==> src/lpd_pkg.sv <==
// shared types and constants of the length-prefixed packet deframer
package lpd_pkg;

	// header layout: length at bytes 0-1, type at bytes 2-3, little-endian
	localparam int HDR_BYTES = 4;
	// size of the downstream packet buffer in bytes
	localparam int BUF_BYTES = 2048;
	// an 11-bit offset cannot go past this length
	localparam int OFFSET_LIMIT = 2048;

	localparam int BYTE_W = 8;
	localparam int OFFSET_W = 11;
	localparam int FIELD_W = 16;
	localparam int CFG_W = 12;

	// fixed cap on the length from buffer size and offset range
	localparam int LEN_CAP_INT = (BUF_BYTES < OFFSET_LIMIT) ? BUF_BYTES : OFFSET_LIMIT;
	localparam logic [CFG_W-1:0] LEN_CAP = CFG_W'(LEN_CAP_INT);

	localparam logic [CFG_W-1:0] MAX_LEN_RESET = CFG_W'(2048);

	// offset of the last header byte (offset-wide) and header size (field-wide)
	localparam logic [OFFSET_W-1:0] HDR_LAST_OFF = OFFSET_W'(HDR_BYTES - 1);
	localparam logic [FIELD_W-1:0] HDR_LEN = FIELD_W'(HDR_BYTES);

	// header byte positions of the length and type fields
	localparam logic [OFFSET_W-1:0] OFF_LEN_LO = OFFSET_W'(0);
	localparam logic [OFFSET_W-1:0] OFF_LEN_HI = OFFSET_W'(1);
	localparam logic [OFFSET_W-1:0] OFF_TYPE_LO = OFFSET_W'(2);
	localparam logic [OFFSET_W-1:0] OFF_TYPE_HI = OFFSET_W'(3);

	// depth of the queue between front and back
	localparam int QUEUE_DEPTH = 4;
	localparam int QPTR_W = $clog2(QUEUE_DEPTH);

	// one classified output beat
	typedef struct packed {
		logic [BYTE_W-1:0]   out_byte;
		logic [OFFSET_W-1:0] byte_offset;
		logic [FIELD_W-1:0]  packet_length;
		logic [FIELD_W-1:0]  packet_type;
		logic                first_byte;
		logic                last_byte;
		logic                length_error;
	} lpd_beat_t;

endpackage

==> src/lpd_if.sv <==
// stream interfaces of the deframer: raw byte input and framed beat output
interface lpd_in_if import lpd_pkg::*; ();
	logic              valid;
	logic              ready;
	logic [BYTE_W-1:0] in_byte;

	modport source (output valid, output in_byte, input ready);
	modport sink (input valid, input in_byte, output ready);
endinterface

interface lpd_out_if import lpd_pkg::*; ();
	logic                valid;
	logic                ready;
	logic [BYTE_W-1:0]   out_byte;
	logic [OFFSET_W-1:0] byte_offset;
	logic [FIELD_W-1:0]  packet_length;
	logic [FIELD_W-1:0]  packet_type;
	logic                first_byte;
	logic                last_byte;
	logic                length_error;

	modport source (output valid, output out_byte, output byte_offset, output packet_length,
		output packet_type, output first_byte, output last_byte, output length_error,
		input ready);
	modport sink (input valid, input out_byte, input byte_offset, input packet_length,
		input packet_type, input first_byte, input last_byte, input length_error,
		output ready);
endinterface

==> src/lpd_front.sv <==
// front end: accepts bytes, tracks packet offset and header fields, classifies each byte
module lpd_front import lpd_pkg::*; (
	input  logic                clk,
	input  logic                arst_n,
	input  logic                cfg_we,
	input  logic [CFG_W-1:0]    cfg_wdata,
	input  logic                byte_valid,
	output logic                byte_ready,
	input  logic [BYTE_W-1:0]   byte_data,
	output logic                push_valid,
	input  logic                push_ready,
	output lpd_beat_t           push_beat
);

	logic [CFG_W-1:0]    max_len_q;
	logic [OFFSET_W-1:0] off_q;
	logic [FIELD_W-1:0]  len_q;
	logic [FIELD_W-1:0]  type_q;

	logic [FIELD_W-1:0]  len_d;
	logic [FIELD_W-1:0]  type_d;
	logic [CFG_W-1:0]    limit;
	logic [CFG_W-1:0]    off_inc;
	logic                len_match;
	logic                err;
	logic                last;
	logic [OFFSET_W-1:0] off_d;
	logic                accept;

	assign byte_ready = push_ready;
	assign push_valid = byte_valid;
	assign accept = byte_valid && push_ready;

	// length limit in use: register clipped to the fixed cap
	assign limit = (max_len_q > LEN_CAP) ? LEN_CAP : max_len_q;

	// header field capture
	always_comb begin
		len_d = len_q;
		type_d = type_q;
		if (off_q == OFF_LEN_LO) begin
			len_d = {8'h00, byte_data};
			type_d = '0;
		end else if (off_q == OFF_LEN_HI) begin
			len_d = {byte_data, len_q[7:0]};
		end else if (off_q == OFF_TYPE_LO) begin
			type_d = {8'h00, byte_data};
		end else if (off_q == OFF_TYPE_HI) begin
			type_d = {byte_data, type_q[7:0]};
		end
	end

	// end of packet and length check
	assign off_inc = {1'b0, off_q} + CFG_W'(1);
	assign len_match = ({{(FIELD_W-CFG_W){1'b0}}, off_inc} == len_d);

	always_comb begin
		err = 1'b0;
		last = 1'b0;
		if (off_q == HDR_LAST_OFF) begin
			if ((len_d < HDR_LEN) || (len_d > {{(FIELD_W-CFG_W){1'b0}}, limit})) begin
				err = 1'b1;
			end else if (len_match) begin
				last = 1'b1;
			end
		end else if ((off_q > HDR_LAST_OFF) && len_match) begin
			last = 1'b1;
		end
	end

	assign off_d = (err || last) ? '0 : off_inc[OFFSET_W-1:0];

	// classified beat
	always_comb begin
		push_beat.out_byte = byte_data;
		push_beat.byte_offset = off_q;
		push_beat.packet_length = (off_q >= OFF_LEN_HI) ? len_d : '0;
		push_beat.packet_type = (off_q >= OFF_TYPE_HI) ? type_d : '0;
		push_beat.first_byte = (off_q == OFF_LEN_LO);
		push_beat.last_byte = last;
		push_beat.length_error = err;
	end

	// configuration register
	always_ff @(posedge clk or negedge arst_n) begin
		if (!arst_n) begin
			max_len_q <= MAX_LEN_RESET;
		end else if (cfg_we) begin
			max_len_q <= cfg_wdata;
		end
	end

	// packet tracking state
	always_ff @(posedge clk or negedge arst_n) begin
		if (!arst_n) begin
			off_q <= '0;
			len_q <= '0;
			type_q <= '0;
		end else if (accept) begin
			off_q <= off_d;
			len_q <= len_d;
			type_q <= type_d;
		end
	end

endmodule

==> src/lpd_queue.sv <==
// short beat queue decoupling the front end from the output stage
module lpd_queue import lpd_pkg::*; (
	input  logic      clk,
	input  logic      arst_n,
	input  logic      push_valid,
	output logic      push_ready,
	input  lpd_beat_t push_beat,
	output logic      pop_valid,
	input  logic      pop_ready,
	output lpd_beat_t pop_beat
);

	lpd_beat_t            slot_q [QUEUE_DEPTH];
	logic [QPTR_W-1:0]    wr_ptr_q;
	logic [QPTR_W-1:0]    rd_ptr_q;
	logic [QPTR_W:0]      count_q;
	logic                 push;
	logic                 pop;

	assign push_ready = (count_q != (QPTR_W+1)'(QUEUE_DEPTH));
	assign pop_valid = (count_q != '0);
	assign pop_beat = slot_q[rd_ptr_q];
	assign push = push_valid && push_ready;
	assign pop = pop_valid && pop_ready;

	// storage
	always_ff @(posedge clk) begin
		if (push) begin
			slot_q[wr_ptr_q] <= push_beat;
		end
	end

	// pointers and fill count
	always_ff @(posedge clk or negedge arst_n) begin
		if (!arst_n) begin
			wr_ptr_q <= '0;
			rd_ptr_q <= '0;
			count_q <= '0;
		end else begin
			if (push) begin
				wr_ptr_q <= wr_ptr_q + QPTR_W'(1);
			end
			if (pop) begin
				rd_ptr_q <= rd_ptr_q + QPTR_W'(1);
			end
			unique case ({push, pop})
				2'b10: count_q <= count_q + (QPTR_W+1)'(1);
				2'b01: count_q <= count_q - (QPTR_W+1)'(1);
				default: count_q <= count_q;
			endcase
		end
	end

endmodule

==> src/lpd_back.sv <==
// back end: output register that presents queued beats on the framed channel
module lpd_back import lpd_pkg::*; (
	input  logic         clk,
	input  logic         arst_n,
	input  logic         pop_valid,
	output logic         pop_ready,
	input  lpd_beat_t    pop_beat,
	lpd_out_if.source    framed
);

	logic      out_valid_q;
	lpd_beat_t out_beat_q;

	// load when the register is empty or its beat is taken this cycle
	assign pop_ready = !out_valid_q || framed.ready;

	always_ff @(posedge clk or negedge arst_n) begin
		if (!arst_n) begin
			out_valid_q <= 1'b0;
		end else if (pop_ready) begin
			out_valid_q <= pop_valid;
		end
	end

	always_ff @(posedge clk) begin
		if (pop_ready && pop_valid) begin
			out_beat_q <= pop_beat;
		end
	end

	// drive the channel
	assign framed.valid = out_valid_q;
	assign framed.out_byte = out_beat_q.out_byte;
	assign framed.byte_offset = out_beat_q.byte_offset;
	assign framed.packet_length = out_beat_q.packet_length;
	assign framed.packet_type = out_beat_q.packet_type;
	assign framed.first_byte = out_beat_q.first_byte;
	assign framed.last_byte = out_beat_q.last_byte;
	assign framed.length_error = out_beat_q.length_error;

endmodule

==> src/length_prefixed_packet_deframer_core.sv <==
// top level of the length-prefixed packet deframer
//
// raw: byte stream in, one byte per beat (valid/ready). framed: one beat out
// per input byte, carrying the byte, its offset in the packet, the decoded
// length (from offset 1) and type (from offset 3), and first/last marks.
// Bytes 0-1 of each packet are its little-endian total length, bytes 2-3 its
// type. A length below the header size or above max_packet_len (clipped to
// the buffer size) raises length_error on the last header byte; the next byte
// then starts a new packet.
// Throughput: one byte per clock while the queue has room; the front end
// updates its offset register on each accepted byte. An accepted byte is
// written to the queue and then loaded into the output register for framed.
// cfg_we/cfg_wdata write max_packet_len; write only while the block is idle.
// Reset clears the queue and output register, sets the offset to packet
// start and max_packet_len to 2048. When framed stalls, the output register
// holds and the four-entry queue fills; raw.ready drops only when it is full.
module length_prefixed_packet_deframer_core import lpd_pkg::*; (
	input  logic             clk,
	input  logic             arst_n,
	input  logic             cfg_we,
	input  logic [CFG_W-1:0] cfg_wdata,
	lpd_in_if.sink           raw,
	lpd_out_if.source        framed
);

	logic      push_valid;
	logic      push_ready;
	lpd_beat_t push_beat;
	logic      pop_valid;
	logic      pop_ready;
	lpd_beat_t pop_beat;

	// classification
	lpd_front u_front (
		.clk        (clk),
		.arst_n     (arst_n),
		.cfg_we     (cfg_we),
		.cfg_wdata  (cfg_wdata),
		.byte_valid (raw.valid),
		.byte_ready (raw.ready),
		.byte_data  (raw.in_byte),
		.push_valid (push_valid),
		.push_ready (push_ready),
		.push_beat  (push_beat)
	);

	// decoupling queue
	lpd_queue u_queue (
		.clk        (clk),
		.arst_n     (arst_n),
		.push_valid (push_valid),
		.push_ready (push_ready),
		.push_beat  (push_beat),
		.pop_valid  (pop_valid),
		.pop_ready  (pop_ready),
		.pop_beat   (pop_beat)
	);

	// output stage
	lpd_back u_back (
		.clk       (clk),
		.arst_n    (arst_n),
		.pop_valid (pop_valid),
		.pop_ready (pop_ready),
		.pop_beat  (pop_beat),
		.framed    (framed)
	);

endmodule

==> src/flat_wrapper.sv <==
// flat-port wrapper written by rule: the top's interface ports become plain ports
module length_prefixed_packet_deframer_core_flat import lpd_pkg::*;
  (clk, arst_n, cfg_we, cfg_wdata, raw_valid, raw_in_byte, raw_ready, framed_valid, framed_out_byte, framed_byte_offset, framed_packet_length, framed_packet_type, framed_first_byte, framed_last_byte, framed_length_error, framed_ready);
  lpd_in_if raw_i ();
  lpd_out_if framed_i ();
  input  logic clk;
  input  logic arst_n;
  input  logic cfg_we;
  input  logic [CFG_W-1:0] cfg_wdata;
  input wire logic [$bits(raw_i.valid)-1:0] raw_valid;
  input wire logic [$bits(raw_i.in_byte)-1:0] raw_in_byte;
  output wire logic [$bits(raw_i.ready)-1:0] raw_ready;
  output wire logic [$bits(framed_i.valid)-1:0] framed_valid;
  output wire logic [$bits(framed_i.out_byte)-1:0] framed_out_byte;
  output wire logic [$bits(framed_i.byte_offset)-1:0] framed_byte_offset;
  output wire logic [$bits(framed_i.packet_length)-1:0] framed_packet_length;
  output wire logic [$bits(framed_i.packet_type)-1:0] framed_packet_type;
  output wire logic [$bits(framed_i.first_byte)-1:0] framed_first_byte;
  output wire logic [$bits(framed_i.last_byte)-1:0] framed_last_byte;
  output wire logic [$bits(framed_i.length_error)-1:0] framed_length_error;
  input wire logic [$bits(framed_i.ready)-1:0] framed_ready;
  assign raw_i.valid = raw_valid;
  assign raw_i.in_byte = raw_in_byte;
  assign raw_ready = raw_i.ready;
  assign framed_valid = framed_i.valid;
  assign framed_out_byte = framed_i.out_byte;
  assign framed_byte_offset = framed_i.byte_offset;
  assign framed_packet_length = framed_i.packet_length;
  assign framed_packet_type = framed_i.packet_type;
  assign framed_first_byte = framed_i.first_byte;
  assign framed_last_byte = framed_i.last_byte;
  assign framed_length_error = framed_i.length_error;
  assign framed_i.ready = framed_ready;
  length_prefixed_packet_deframer_core u_core (.clk(clk), .arst_n(arst_n), .cfg_we(cfg_we), .cfg_wdata(cfg_wdata), .raw(raw_i), .framed(framed_i));
endmodule
==> config.mk <==
export PLATFORM = sky130hd
export DESIGN_NAME = length_prefixed_packet_deframer_core_flat
export DESIGN_NICKNAME = d
export VERILOG_FILES = /design/src/lpd_pkg.sv /design/src/lpd_if.sv /design/src/lpd_front.sv /design/src/lpd_queue.sv /design/src/lpd_back.sv /design/src/length_prefixed_packet_deframer_core.sv /design/src/flat_wrapper.sv
export SDC_FILE = /design/constraint.sdc
export NUM_CORES = 1
export LEC_CHECK = 0
export ABC_AREA = 0
export ABC_CLOCK_PERIOD_IN_PS = 4600
export BUFFER_PORTS_ARGS = -buffer_cell sky130_fd_sc_hd__buf_2
export CORE_MARGIN = 5
export CORE_UTILIZATION = 55
export CTS_CLUSTER_SIZE = 20
export DETAILED_ROUTE_END_ITERATION = 7
export MAX_ROUTING_LAYER = met4
export PLACE_DENSITY = 0.76
export SYNTH_ARGS = -nofsm -noshare
export SYNTH_HDL_FRONTEND = slang
export SYNTH_SLANG_ARGS = --single-unit
==> constraint.sdc <==
create_clock -name clk -period 4.6 [get_ports clk]
set_input_delay 0.23 -clock clk [delete_from_list [all_inputs] [get_ports clk]]
set_output_delay 0.23 -clock clk [all_outputs]
set_load 0.01 [all_outputs]
* After elaboration in Yosys (flattened, before gate mapping)
Memories as Yosys holds them, arrays and structs flattened. A register that Yosys moved wholly into a read port is not among the register bits.
Cells that the tools add are included.
** Word-level totals
- Logic and storage cells :: 56
- Memories kept :: 1
- Register bits after elaboration :: 63
- Bits of input ports :: 25
- Bits in writable memories :: 216
- Output and inout bits :: 56
** Memories
- u_core.u_queue.slot_q :: words 4, width 54, read ports 1, clocked after memory_dff 1, write ports 1, RTL line lpd_queue.sv:13 : lpd_beat_t slot_q [QUEUE_DEPTH];
** Operators by class
- Order comparisons :: 6
- Equality and inequality tests :: 7
- Muxes and demuxes :: 19
- Add/sub/neg operators :: 5
- Reduce and logical (&&, ||, !) cells :: 10
** Operators by type and width (number)
- 2-to-1 mux 16 bit :: 8
- equality test 11 x 2 -> 1 bit, second input constant :: 2
- equality test 12 x 16 -> 1 bit :: 1
- > comparator 16 x 12 -> 1 bit :: 1
- less-than comparator 16 x 3 -> 1 bit, second input constant :: 1
- adder 11 x 1 -> 12 bit, second input constant :: 1
- > comparator 12 bit, second input constant :: 1
- 2-to-1 mux 12 bit :: 1
- equality test 11 x 1 -> 1 bit, second input constant :: 1
- >= comparator 11 x 1 -> 1 bit, second input constant :: 1
- >= comparator 11 x 2 -> 1 bit, second input constant :: 1
- > comparator 11 x 2 -> 1 bit, second input constant :: 1
- logical NOT 11 bit :: 1
- 2-to-1 mux 11 bit :: 1
- 2-to-1 mux 1 bit :: 8
- case mux 3 bit (2 select lines) :: 1
- adder 2 x 1 -> 2 bit, second input constant :: 2
- adder 3 x 1 -> 3 bit, second input constant :: 1
- logical AND 1 bit :: 3
- logical OR 1 bit :: 3
- != test 3 bit, second input constant :: 1
- nonzero test 3 bit :: 1
- subtractor 3 x 1 -> 3 bit, second input constant :: 1
- equality test 2 x 1 -> 1 bit, second input constant :: 1
- other kinds (3) :: 3

* Depth between registers and ports, before layout
Gate-level depths: netlist of run 1.
- Depth after elaboration :: 9
- Depth in mapped cells :: 19
- Mapped depth without buffers :: 16

* Hierarchy
Synthesis of run 1 repeated with hierarchy kept, for this count alone.
** Unflattened totals
- Cells, all modules :: 831
- Area total of the unflattened synthesis :: 13873.3 µm²
** Modules (own cells, without submodules)
- lpd_queue :: sequential area each 6661.4 µm², area an instance 8205.4 µm², cells an instance 319, instances 1
- lpd_front :: sequential area each 1377.6 µm², area an instance 3992.6 µm², cells an instance 454, instances 1
- lpd_back :: sequential area each 1646.6 µm², area an instance 1675.4 µm², cells an instance 58, instances 1

* Worst setup path after synthesis of run 1
OpenSTA, ideal clock, no wires.
- Path kind :: register to register
- From :: register u_core.u_queue.count_q[0]
- To :: register u_core.u_queue.count_q[2]
- Library setup time :: 0.079 ns
- Stages on the path, launching flop included :: 9
- Buffers on the path :: 0
- Data arrival time :: 4.538 ns
- Path slack :: -0.018 ns
- Period minus slack after synthesis :: 4.618 ns
- Required time :: 4.521 ns
- Path through :: dfrtp_1 nor3_1 a21oi_1 ha_1 inv_1 fa_1 xor2_1 nor2_1 xor2_1
** On the way
- Cells in the longest elaborated chain, start to end :: 4
- Elaborated cells on any way between the ends :: 10
- Classes of those cells :: 2 x add/sub; 3 x eq/ne; 1 x mux; 4 x reduce/logical
** Ends and longest elaborated chain
- start: declaration :: RTL line lpd_queue.sv:16 : logic [QPTR_W:0] count_q;
- start signal: assignment :: RTL line lpd_queue.sv:47 : 2'b10: count_q <= count_q + (QPTR_W+1)'(1);
- start signal: assignment :: RTL line lpd_queue.sv:48 : 2'b01: count_q <= count_q - (QPTR_W+1)'(1);
- start signal: assignment :: RTL line lpd_queue.sv:49 : default: count_q <= count_q;
- nonzero test 3 bit (*) :: RTL line lpd_queue.sv:21 : assign pop_valid = (count_q != '0);
- logical AND 1 bit (*) :: RTL line lpd_queue.sv:24 : assign pop = pop_valid && pop_ready;
- net u_core.u_queue.pop :: RTL line lpd_queue.sv:18 : logic pop;
- equality test 2 x 1 -> 1 bit or equality test 2 bit (tied branches) :: RTL line lpd_queue.sv:46 : unique case ({push, pop})
- case mux 3 bit (2 select lines) or nonzero test 2 bit (tied branches)
The timed path passes the listed nets; every way through them passes the cells marked *.
A chain may end at the register's enable or synchronous reset.

==> flow_summary.ini, run 1 <==
[worst_setup_path]
critPathMaxFanout = 12
crit_path_end_kind = register
r2r_cells = 14
start_kind = register
reg2reg_slack_ns = 0.42
cp.required_ns = 5.01
arrival_ns = 4.59
worstSetupPathType = reg2reg
r2r-start = u_core.u_front.off_q[6]
r2r-end = u_core.u_front.off_q[10]

[pwr]
fin_total_pwr_w = 0.00913
p_clk_frac = 0.284
p_leak_nw = 5.74
switching_share = 0.282
ir_drop_mv = 0.551
internal_power_w = 0.00655
p_seq_frac = 0.496
p_switching_w = 0.00258
powerDensity_mw_per_mm2 = 586
combPwrFrac = 0.220

[routing]
ant_nets = 0
vias_per_cell = 5.85
num_vias = 7397
drt-pass1-iter-count = 5
wl_mm = 26.6
wire_per_inst_um = 21.0
drc_errors = 0
drtIter0Drc = 582

[synth]
synth_edf_count = 270
synthDistinctLibCells = 63
yosys_warnings = 0
synth_flop_cell = edfxtp_1
yosysMostFrequentCell = edfxtp_1
syn_area_mm2 = 0.0136
synth_common_cells = 270 x edfxtp_1, 71 x nand2_1, 62 x dfrtp_1
synth-seq-area-share = 0.714
syn_avg_cell_area_um2 = 16.7
synth.area.top_cells = edfxtp_1 60%, dfrtp_1 11%, mux4_2 9.0%
syn_nets = 857
syn_inst = 810
ys_ff_latch = 333
async_reset_ff_frac = 0.189
synth_largest_area_cell = edfxtp_1
synth_top_area_share = 0.598

[cts]
cts-root-buf = clkbuf_16
clk-insertion-delay-late_ns = 0.52
cts_buffers = 34
clk_pin_slew_ns = 0.06
clk_path_buf_depth = 3
htreeDepth = 2
cts_tree = yes
cts_sinks = 333
postCtsSetupRepairBufs = 0

[sta]
setup_viol = 0
slew_viol_final = 0
maxSlewHeadroom = 0.279
final_hold_viol_count = 0
worst_pin_slew_ns = 1.08
grt_setup_unrepaired = no
fin_skew_ns = 0.0258
period_share = 0.908
fmax_ghz = 0.239
fin_crit_ns = 4.18
timing.setup.tns_ns = 0

[cells_and_area]
nets = 965
antennaDiodeCount = 0
fin_util = 0.640
area_growth_pct = 14.8
drive_gt1_frac = 0.252

[floorplanning]
die_y_um = 167
num_rows = 57
boundaryPins = 81
die_x_um = 167
initial_core_util = 0.558
die-area_mm2 = 0.0279
core_mm2 = 0.0243

[placed_design]
hpwl_mm = 16.1
numPortBuffers = 80
gp_congestion = 0.918

[grt]
antenna_found_initial = 0
grt_pass1_wl_mm = 42.5
track_usage = 0.199
grt_pass1_vias = 7565
grt_overflow = 0
grt_max_degree = 60

[min_path]
hp-class = in2async

[run]
cap_violations = 0

[outcome]
status = completed
==> flip-flops by register name, indices dropped and copies added, names as in the netlist, 3 cells and up <==
signal and flops:
u_core.u_front.off_q 11, u_core.u_back.framed.packet_type 16, u_core.u_queue.count_q 3, u_core.u_back.framed.out_byte 8, u_core.u_queue.slot_q 216, u_core.u_front.max_len_q 12
u_core.u_back.framed.packet_length 16, u_core.u_front.len_q 16, u_core.u_back.framed.byte_offset 11, u_core.u_front.type_q 16
==> through the flow <==
stage	worst slack [ns]	hold slack, ns	area [um^2]	instances
finish	0.422	0.0527	15600	1264
global route	0.0767	0.0447	15600	1264
CTS	0.460	0.0400	15600	1264
detailed placement	0.482	0.0465	14400	1192
global placement	0.603	0.0483	14400	1192
floorplan	0.721	-0.0656	13600	810
==> worst max-delay path by stage <==
stage / start / to / cells after the start
floorplan: u_core.u_front.off_q[0] / u_core.u_front.off_q[9] / 19
global placement: u_core.u_front.off_q[6] / u_core.u_front.off_q[10] / 14
detailed placement: u_core.u_front.off_q[6] / u_core.u_front.off_q[10] / 14
CTS: u_core.u_front.off_q[6] / u_core.u_front.off_q[10] / 14
global route: u_core.u_front.off_q[6] / u_core.u_front.off_q[10] / 14
finish: u_core.u_front.off_q[6] / u_core.u_front.off_q[10] / 14
==> timing repair <==
action / in CTS / in global routing
endpoints found under the setup margin: 0 / 1
hold endpoints to repair: 17 / 0
gates resized for setup: 0 / 1
hold buffers: 14 / 0
==> layout make-up <==
| type | instances | area (um^2) |
|---|---|---|
| Inverter | 28 | 105 |
| Fill cell | 1692 | 8750 |
| Timing Repair Buffer | 116 | 706 |
| Sequential cell | 333 | 9690 |
| Multi-Input combinational cell | 405 | 3620 |
| Clock inverter | 9 | 88.8 |
| Clock buffer | 49 | 960 |
| Tap cell | 324 | 405 |
==> logic make-up (layout without fill, tap and decap cells) <==
group                      count (synthesis)  count (layout)  synth area share
AOI/OAI and AO/OA                        118             118            0.0580
xor gates and xnor gates                  20              20            0.0129
adders and majority gates                 22              22            0.0208
buffers and inverters                     72             202            0.0218
DFF                                      333             333             0.714
muxes                                     77              77             0.110
and+or+nand+nor                          168             168            0.0622
==> power groups by stage <==
stage | logic, W | clock network (W) | registers (W)
finish | 0.00201 | 0.00259 | 0.00453
global route | 0.00219 | 0.00279 | 0.00462
CTS | 0.00205 | 0.00264 | 0.00455
detailed placement | 0.00204 | 0 | 0.00460
global placement | 0.00201 | 0 | 0.00457
floorplan | 0.00138 | 0 | 0.00450
==> placed cells by master, fill, tap and decap left out, types with 6 or more instances in the layout <==
cell	count
edfxtp_1	270
buf_2	80
nand2_1	71
dfrtp_1	60
mux4_2	54
clkbuf_16	36
nor2_1	32
o21ai_0	29
a21oi_1	29
inv_1	27
buf_4	22
ha_1	21
a22o_1	20
xnor2_1	16
nand3_1	14
dlygate4sd3_1	14
mux2_2	12
clkbuf_1	12
a21o_1	9
nand4_1	8
a22oi_1	6
mux2i_1	6
or3_1	6
==> routing by layer <==
| metal | track usage | wire length [um] | up-vias |
|---|---|---|---|
| met5 | - | 0 | - |
| met4 | 0.0498 | 554 | 0 |
| met3 | 0.0351 | 1650 | 42 |
| met2 | 0.318 | 13200 | 254 |
| met1 | 0.272 | 11100 | 3754 |
| li1 | - | - | 3347 |
==> worst max-delay path: stages (launching register included) <==
cell and delay (ns):
dfrtp_1 0.52, nor4_4 0.41, nand4_4 0.32, buf_4 0.28, mux2i_1 0.26, inv_1 0.11
ha_1 0.33, o211ai_1 0.09, a21oi_1 0.09, a2111oi_1 0.37, o31a_1 0.17, o22ai_1 0.20
a31o_1 0.42, or4_1 0.44, o211ai_1 0.09
Note: power is estimated with default switching activity, not from simulation.
==> run 2, diff against run 1 <==
--- a/config.mk
+++ b/config.mk
@@ -9,11 +9,11 @@
 export ABC_CLOCK_PERIOD_IN_PS = 4600
 export BUFFER_PORTS_ARGS = -buffer_cell sky130_fd_sc_hd__buf_2
 export CORE_MARGIN = 5
-export CORE_UTILIZATION = 55
+export CORE_UTILIZATION = 43
 export CTS_CLUSTER_SIZE = 20
 export DETAILED_ROUTE_END_ITERATION = 7
+export HOLD_SLACK_MARGIN = 0.06
 export MAX_ROUTING_LAYER = met4
-export PLACE_DENSITY = 0.76
 export SYNTH_ARGS = -nofsm -noshare
 export SYNTH_HDL_FRONTEND = slang
 export SYNTH_SLANG_ARGS = --single-unit
==> run 2 against run 1 <==
- final cell count rose by 7.1%
- clock power rose by 4%
- via count fell by 1.0%
- flip-flop and latch count did not move
- power rose by 1.4%
- die area rose by 26%
- global-route usage fell by 3.7 points
- setup slack got worse by 0.057 ns
- sequential share of layout area fell by 0.75 points
- fmax fell by 1.3%
- clock-buffer cell count rose by 6
- non-clock buffer count rose by 5
==> flow_summary.ini, run 2 (same netlist as run 1, synthesis figures left out) <==
[sta]
maxSlewHeadroom = 0.344
setup_viol = 0
timing.setup.tns_ns = 0
final_hold_viol_count = 0
worst_pin_slew_ns = 0.982
fin_crit_ns = 4.24
slew_viol_final = 0
grt_setup_unrepaired = no
fmax_ghz = 0.236
fin_skew_ns = 0.0187
period_share = 0.921

[worst_setup_path]
r2r_cells = 14
worst_path_largest_cell_delay_ns = 0.53
r2r-start = u_core.u_front.off_q[6]
arrival_ns = 4.66
worstSetupPathType = reg2reg
crit_buf_inv = 1
cp.depth = 14
crit_family = compound AO/OA/AOI/OAI gates
crit_chain = nor4_4 -> nand4_4 -> mux2i_1 -> inv_1 -> ha_1 -> nor2b_1 -> o211ai_1 -> a21oi_1 -> a2111oi_0 -> o31a_1 -> o22ai_1 -> a31o_1 -> or4_1 -> o211ai_1
cp.required_ns = 5.02
crit_path_end_kind = register
start_kind = register
critPathMostFrequentCell = o211ai_1
slowest_stage = dfrtp_1
critPathMaxFanout = 12
crit_path_start = u_core.u_front.off_q[6]
reg2reg_slack_ns = 0.36

[routing]
wire_per_inst_um = 20.4
num_vias = 7322
drt-pass1-iter-count = 5
wl_mm = 27.7
ant_nets = 0
vias_per_cell = 5.41
drtIter0Drc = 542
drc_errors = 0

[floorplanning]
die-area_mm2 = 0.0352
die_y_um = 188
core_mm2 = 0.0314
num_rows = 65
initial_core_util = 0.432
boundaryPins = 81
die_x_um = 188

[cells_and_area]
nets = 972
drive_gt1_frac = 0.258
regMostFlops = u_core.u_queue.slot_q
area_growth_pct = 16.2
largest_register_ffs = 216
antennaDiodeCount = 0
final_common_cell = edfxtp_1
mostFrequentLayoutCells = 270 x edfxtp_1, 80 x buf_2, 71 x nand2_1

[min_path]
worstHoldStart = cfg_we
hp-class = in2reg
holdPathStages = 3

[pwr]
p_leak_nw = 5.77
ir_drop_mv = 0.386
fin_total_pwr_w = 0.00925
powerDensity_mw_per_mm2 = 587

[cts]
htreeDepth = 2
cts_tree = yes
cts-root-buf = clkbuf_16
clk-insertion-delay-late_ns = 0.53
cts_buffers = 36
clk_path_buf_depth = 3
clk_pin_slew_ns = 0.06
cts_sinks = 333
postCtsSetupRepairBufs = 0

[grt]
grt_overflow = 0
antenna_found_initial = 0
grt_max_degree = 57
grt_pass1_wl_mm = 43.8
grt_pass1_vias = 7567
track_usage = 0.163

[outcome]
status = completed

[placed_design]
hpwl_mm = 16.7
numPortBuffers = 80
gp_congestion = 0.880

[run]
cap_violations = 0
-- run 2: worst paths after layout --
kind	endpoint
max	u_core.u_front.off_q[10]
min	u_core.u_front.max_len_q[11]
max reg2reg	u_core.u_front.off_q[10]
min reg2reg	u_core.u_front.len_q[3]
max in group asynchronous	u_core.u_queue.rd_ptr_q[1]
min in group asynchronous	u_core.u_front.max_len_q[9]
-- run 2: worst reg2reg max path: cells and delay by family (launching register included) --
family          cells  cell delay, ns
compound gates      7            1.51
simple gates        4            1.35
flops               1            0.53
mux                 1            0.33
fa+ha+maj           1            0.31
buf+inv             1            0.10
-- run 2: where the power goes --
part / switching, W / internal (W)
Clock: 0.00114 / 0.00156
Sequential: 0.000405 / 0.00413
Combinational: 0.00110 / 0.000914
Total: 0.00264 / 0.00661
-- run 2: layout make-up --
cell class	count	area [um^2]
clock buffer	55	992
multi-input combinational	405	3620
fill	2639	15600
inverter	28	105
tap	402	503
clock inverter	10	108
sequential	333	9690
timing repair buffer	121	743
-- run 2: layer usage --
| layer | part of all wire | track usage |
|---|---|---|
| met2 | 0.49 | 0.260 |
| met3 | 0.048 | 0.0285 |
| met1 | 0.43 | 0.218 |
| met4 | 0.026 | 0.0455 |
| met5 | 0 | - |
-- run 2: per-stage QoR --
step	util	setup WS, ns	hold WS [ns]	area, um^2	cells
2_1_floorplan	-	0.721	-0.0656	13600	810
3_5_place_dp	0.463	0.420	0.0868	14500	1275
6_report	0.502	0.365	0.0905	15800	1354
5_1_grt	0.502	0.0422	0.103	15800	1354
3_3_place_gp	0.463	0.561	0.0870	14500	1275
4_1_cts	0.502	0.385	0.0829	15800	1354
-- run 2: repair_timing --
action,CTS,global route
endpoints found under the hold margin,21,0
hold buffers,14,0
endpoints found under the setup margin,0,1
resized for setup,0,2
==> run 3, diff against run 2 <==
--- a/config.mk
+++ b/config.mk
@@ -5,15 +5,16 @@
 export SDC_FILE = /design/constraint.sdc
 export NUM_CORES = 1
 export LEC_CHECK = 0
-export ABC_AREA = 0
+export ABC_AREA = 1
 export ABC_CLOCK_PERIOD_IN_PS = 4600
 export BUFFER_PORTS_ARGS = -buffer_cell sky130_fd_sc_hd__buf_2
 export CORE_MARGIN = 5
-export CORE_UTILIZATION = 43
+export CORE_UTILIZATION = 55
 export CTS_CLUSTER_SIZE = 20
 export DETAILED_ROUTE_END_ITERATION = 7
 export HOLD_SLACK_MARGIN = 0.06
 export MAX_ROUTING_LAYER = met4
+export PLACE_DENSITY = 0.76
 export SYNTH_ARGS = -nofsm -noshare
 export SYNTH_HDL_FRONTEND = slang
 export SYNTH_SLANG_ARGS = --single-unit
==> run 3 against run 2 <==
- synthesized cell count increased by 54%
- register-to-register slack improved by 0.42 ns
- worst hold slack got worse by 0.0012 ns
- flip-flop and latch count did not move
- cell area is 1.5% higher
- critical path type unchanged
- critical endpoint is now u_core.u_queue.slot_q[3][1]
- largest cell class unchanged
==> flow_summary.ini, run 3 <==
[cts]
cts-root-buf = clkbuf_16
cts_tree = yes
cts_buffers = 34
ctsResizeCount = 0
htreeDepth = 2
clk_path_buf_depth = 3
cts_sinks = 333
clk_pin_slew_ns = 0.06
clk-insertion-delay-late_ns = 0.51

[synth]
synth_common_cells = 270 x edfxtp_1, 198 x nand2_1, 191 x nor2_1
yosysMostFrequentCell = edfxtp_1
syn_area_mm2 = 0.0140
synthDistinctLibCells = 36
async_reset_ff_frac = 0.189
synth_edf_count = 270
syn_inst = 1245
syn_nets = 1292
yosys_warnings = 0
synth_flop_cell = edfxtp_1
synth_top_area_share = 0.577
syn_avg_cell_area_um2 = 11.3
ys_ff_latch = 333
synth-seq-area-share = 0.689
synth.area.top_cells = edfxtp_1 58%, dfrtp_1 11%, o21ai_0 5.5%
synth_largest_area_cell = edfxtp_1

[sta]
fin_skew_ns = 0.0162
slew_viol_final = 0
period_share = 0.829
final_hold_viol_count = 0
worst_pin_slew_ns = 1.09
grt_setup_unrepaired = no
fmax_ghz = 0.262
timing.setup.tns_ns = 0
setup_viol = 0
fin_crit_ns = 3.81
maxSlewHeadroom = 0.272

[cells_and_area]
antennaDiodeCount = 0
final_cells = 1682
regMostFlops = u_core.u_queue.slot_q
final_common_cell = edfxtp_1
design_area_mm2 = 0.0160
drive_gt1_frac = 0.130
mostFrequentLayoutCells = 270 x edfxtp_1, 197 x nand2_1, 187 x nor2_1
area_growth_pct = 13.9
largest_register_ffs = 216
nets = 1373

[placed_design]
hpwl_mm = 18.8
post-place-cells = 1605
post_dp_cell_area_mm2 = 0.0147
numPortBuffers = 80
gp_congestion = 0.968

[pwr]
switching_share = 0.370
ir_drop_mv = 0.478
fin_total_pwr_w = 0.0117
p_switching_w = 0.00434
internal_power_w = 0.00740
p_seq_frac = 0.416
combPwrFrac = 0.347
powerDensity_mw_per_mm2 = 734
p_leak_nw = 6.29
p_clk_frac = 0.236

[grt]
antenna_found_initial = 0
grt_pass1_wl_mm = 49.4
grt_max_degree = 111
track_usage = 0.224
grt_overflow = 0
grt_pass1_vias = 9256

[worst_setup_path]
start_kind = register
critPathMaxFanout = 28
arrival_ns = 4.06
crit_path_end_kind = register
worstSetupPathType = reg2reg
cp.required_ns = 4.85

[routing]
drtIter0Drc = 910
ant_nets = 0
drc_errors = 0
wire_per_inst_um = 18.4
num_vias = 9385
drt-pass1-iter-count = 5
wl_mm = 30.9
vias_per_cell = 5.58

[run]
cap_violations = 0

[min_path]
hp-class = in2reg

[floorplanning]
die_x_um = 170
core_mm2 = 0.0252
die_y_um = 170
initial_core_util = 0.558
die-area_mm2 = 0.0288
boundaryPins = 81
num_rows = 58

[outcome]
status = completed
==> run 3: cell count changes after synthesis, moves of 54 or more <==
cell	previous run	this run
inv_1	27	90
mux4_2	54	0
nand2_1	71	198
nor2_1	32	191
o21ai_0	29	154
==> run 3: final timing paths <==
kind	from	endpoint	slack, ns	cells past startpoint
setup / recovery	u_core.u_front.off_q[0]	u_core.u_queue.slot_q[3][1]	0.79	19
hold / removal	raw_in_byte[6]	u_core.u_queue.slot_q[0][52]	0.09	1
setup reg to reg	u_core.u_front.off_q[0]	u_core.u_queue.slot_q[3][1]	0.79	19
hold reg to reg	u_core.u_queue.count_q[0]	u_core.u_queue.count_q[0]	0.48	1
max in group asynchronous	arst_n	u_core.u_queue.rd_ptr_q[0]	3.28	3
min in group asynchronous	arst_n	u_core.u_front.max_len_q[2]	0.35	2
==> run 3: kinds of logic (layout without fill, tap and decap cells) <==
kind of cell    Yosys count  count (layout)  synth area share
simple gates            488             488             0.145
flops                   333             333             0.689
compound gates          235             235            0.0918
buf+inv                 157             264            0.0469
fa+ha+maj                22              22            0.0201
xor+xnor                  8               8           0.00499
mux                       2               2           0.00160
==> run 3: layer usage <==
metal,part of all wire,track usage
met2,0.49,0.355
met1,0.42,0.300
met4,0.034,0.0777
met3,0.061,0.0339
met5,0,-
==> run 3: layout make-up <==
type	instances	area (um^2)
Clock inverter	18	200
Tap cell	330	413
Timing Repair Buffer	106	633
Fill cell	1889	9180
Sequential cell	333	9690
Multi-Input combinational cell	755	3760
Clock buffer	44	950
Inverter	96	360
==> run 3: what timing repair did <==
| action | in CTS | in global routing |
|---|---|---|
| endpoints found under the hold margin | 52 | 0 |
| buffers inserted | 0 | 0 |
| hold buffers | 15 | 0 |
==> run 3: worst max-delay path: stages, from the launching register on <==
cell	delay, ns
dfrtp_1	0.60
inv_1	0.21
ha_1	0.17
inv_1	0.07
nor2_4	0.37
nand2_4	0.28
nand2_1	0.16
nand2_2	0.10
ha_1	0.31
a21oi_1	0.07
o21ai_0	0.28
nand2_1	0.10
nand3_1	0.11
nand2_1	0.06
nand2_1	0.05
nand2_1	0.05
nand3_1	0.10
nand2_2	0.20
nand2_1	0.15
inv_1	0.09
==> run 3: per-stage QoR <==
step           worst slack, ns   util  hold slack [ns]
4_1_cts                  0.825  0.635           0.0798
2_1_floorplan            0.799      -          -0.0656
3_5_place_dp             0.917  0.584            0.371
5_1_grt                  0.455  0.635           0.0694
3_3_place_gp              1.04  0.584            0.368
6_report                 0.787  0.635           0.0892
==> run 3: power by group through the flow <==
stage | Sequential [W] | Clock, W | Combinational (W)
floorplan | 0.00503 | 0 | 0.00269
global placement | 0.00491 | 0 | 0.00396
detailed placement | 0.00495 | 0 | 0.00408
CTS | 0.00489 | 0.00281 | 0.00411
global route | 0.00497 | 0.00295 | 0.00458
finish | 0.00489 | 0.00278 | 0.00408
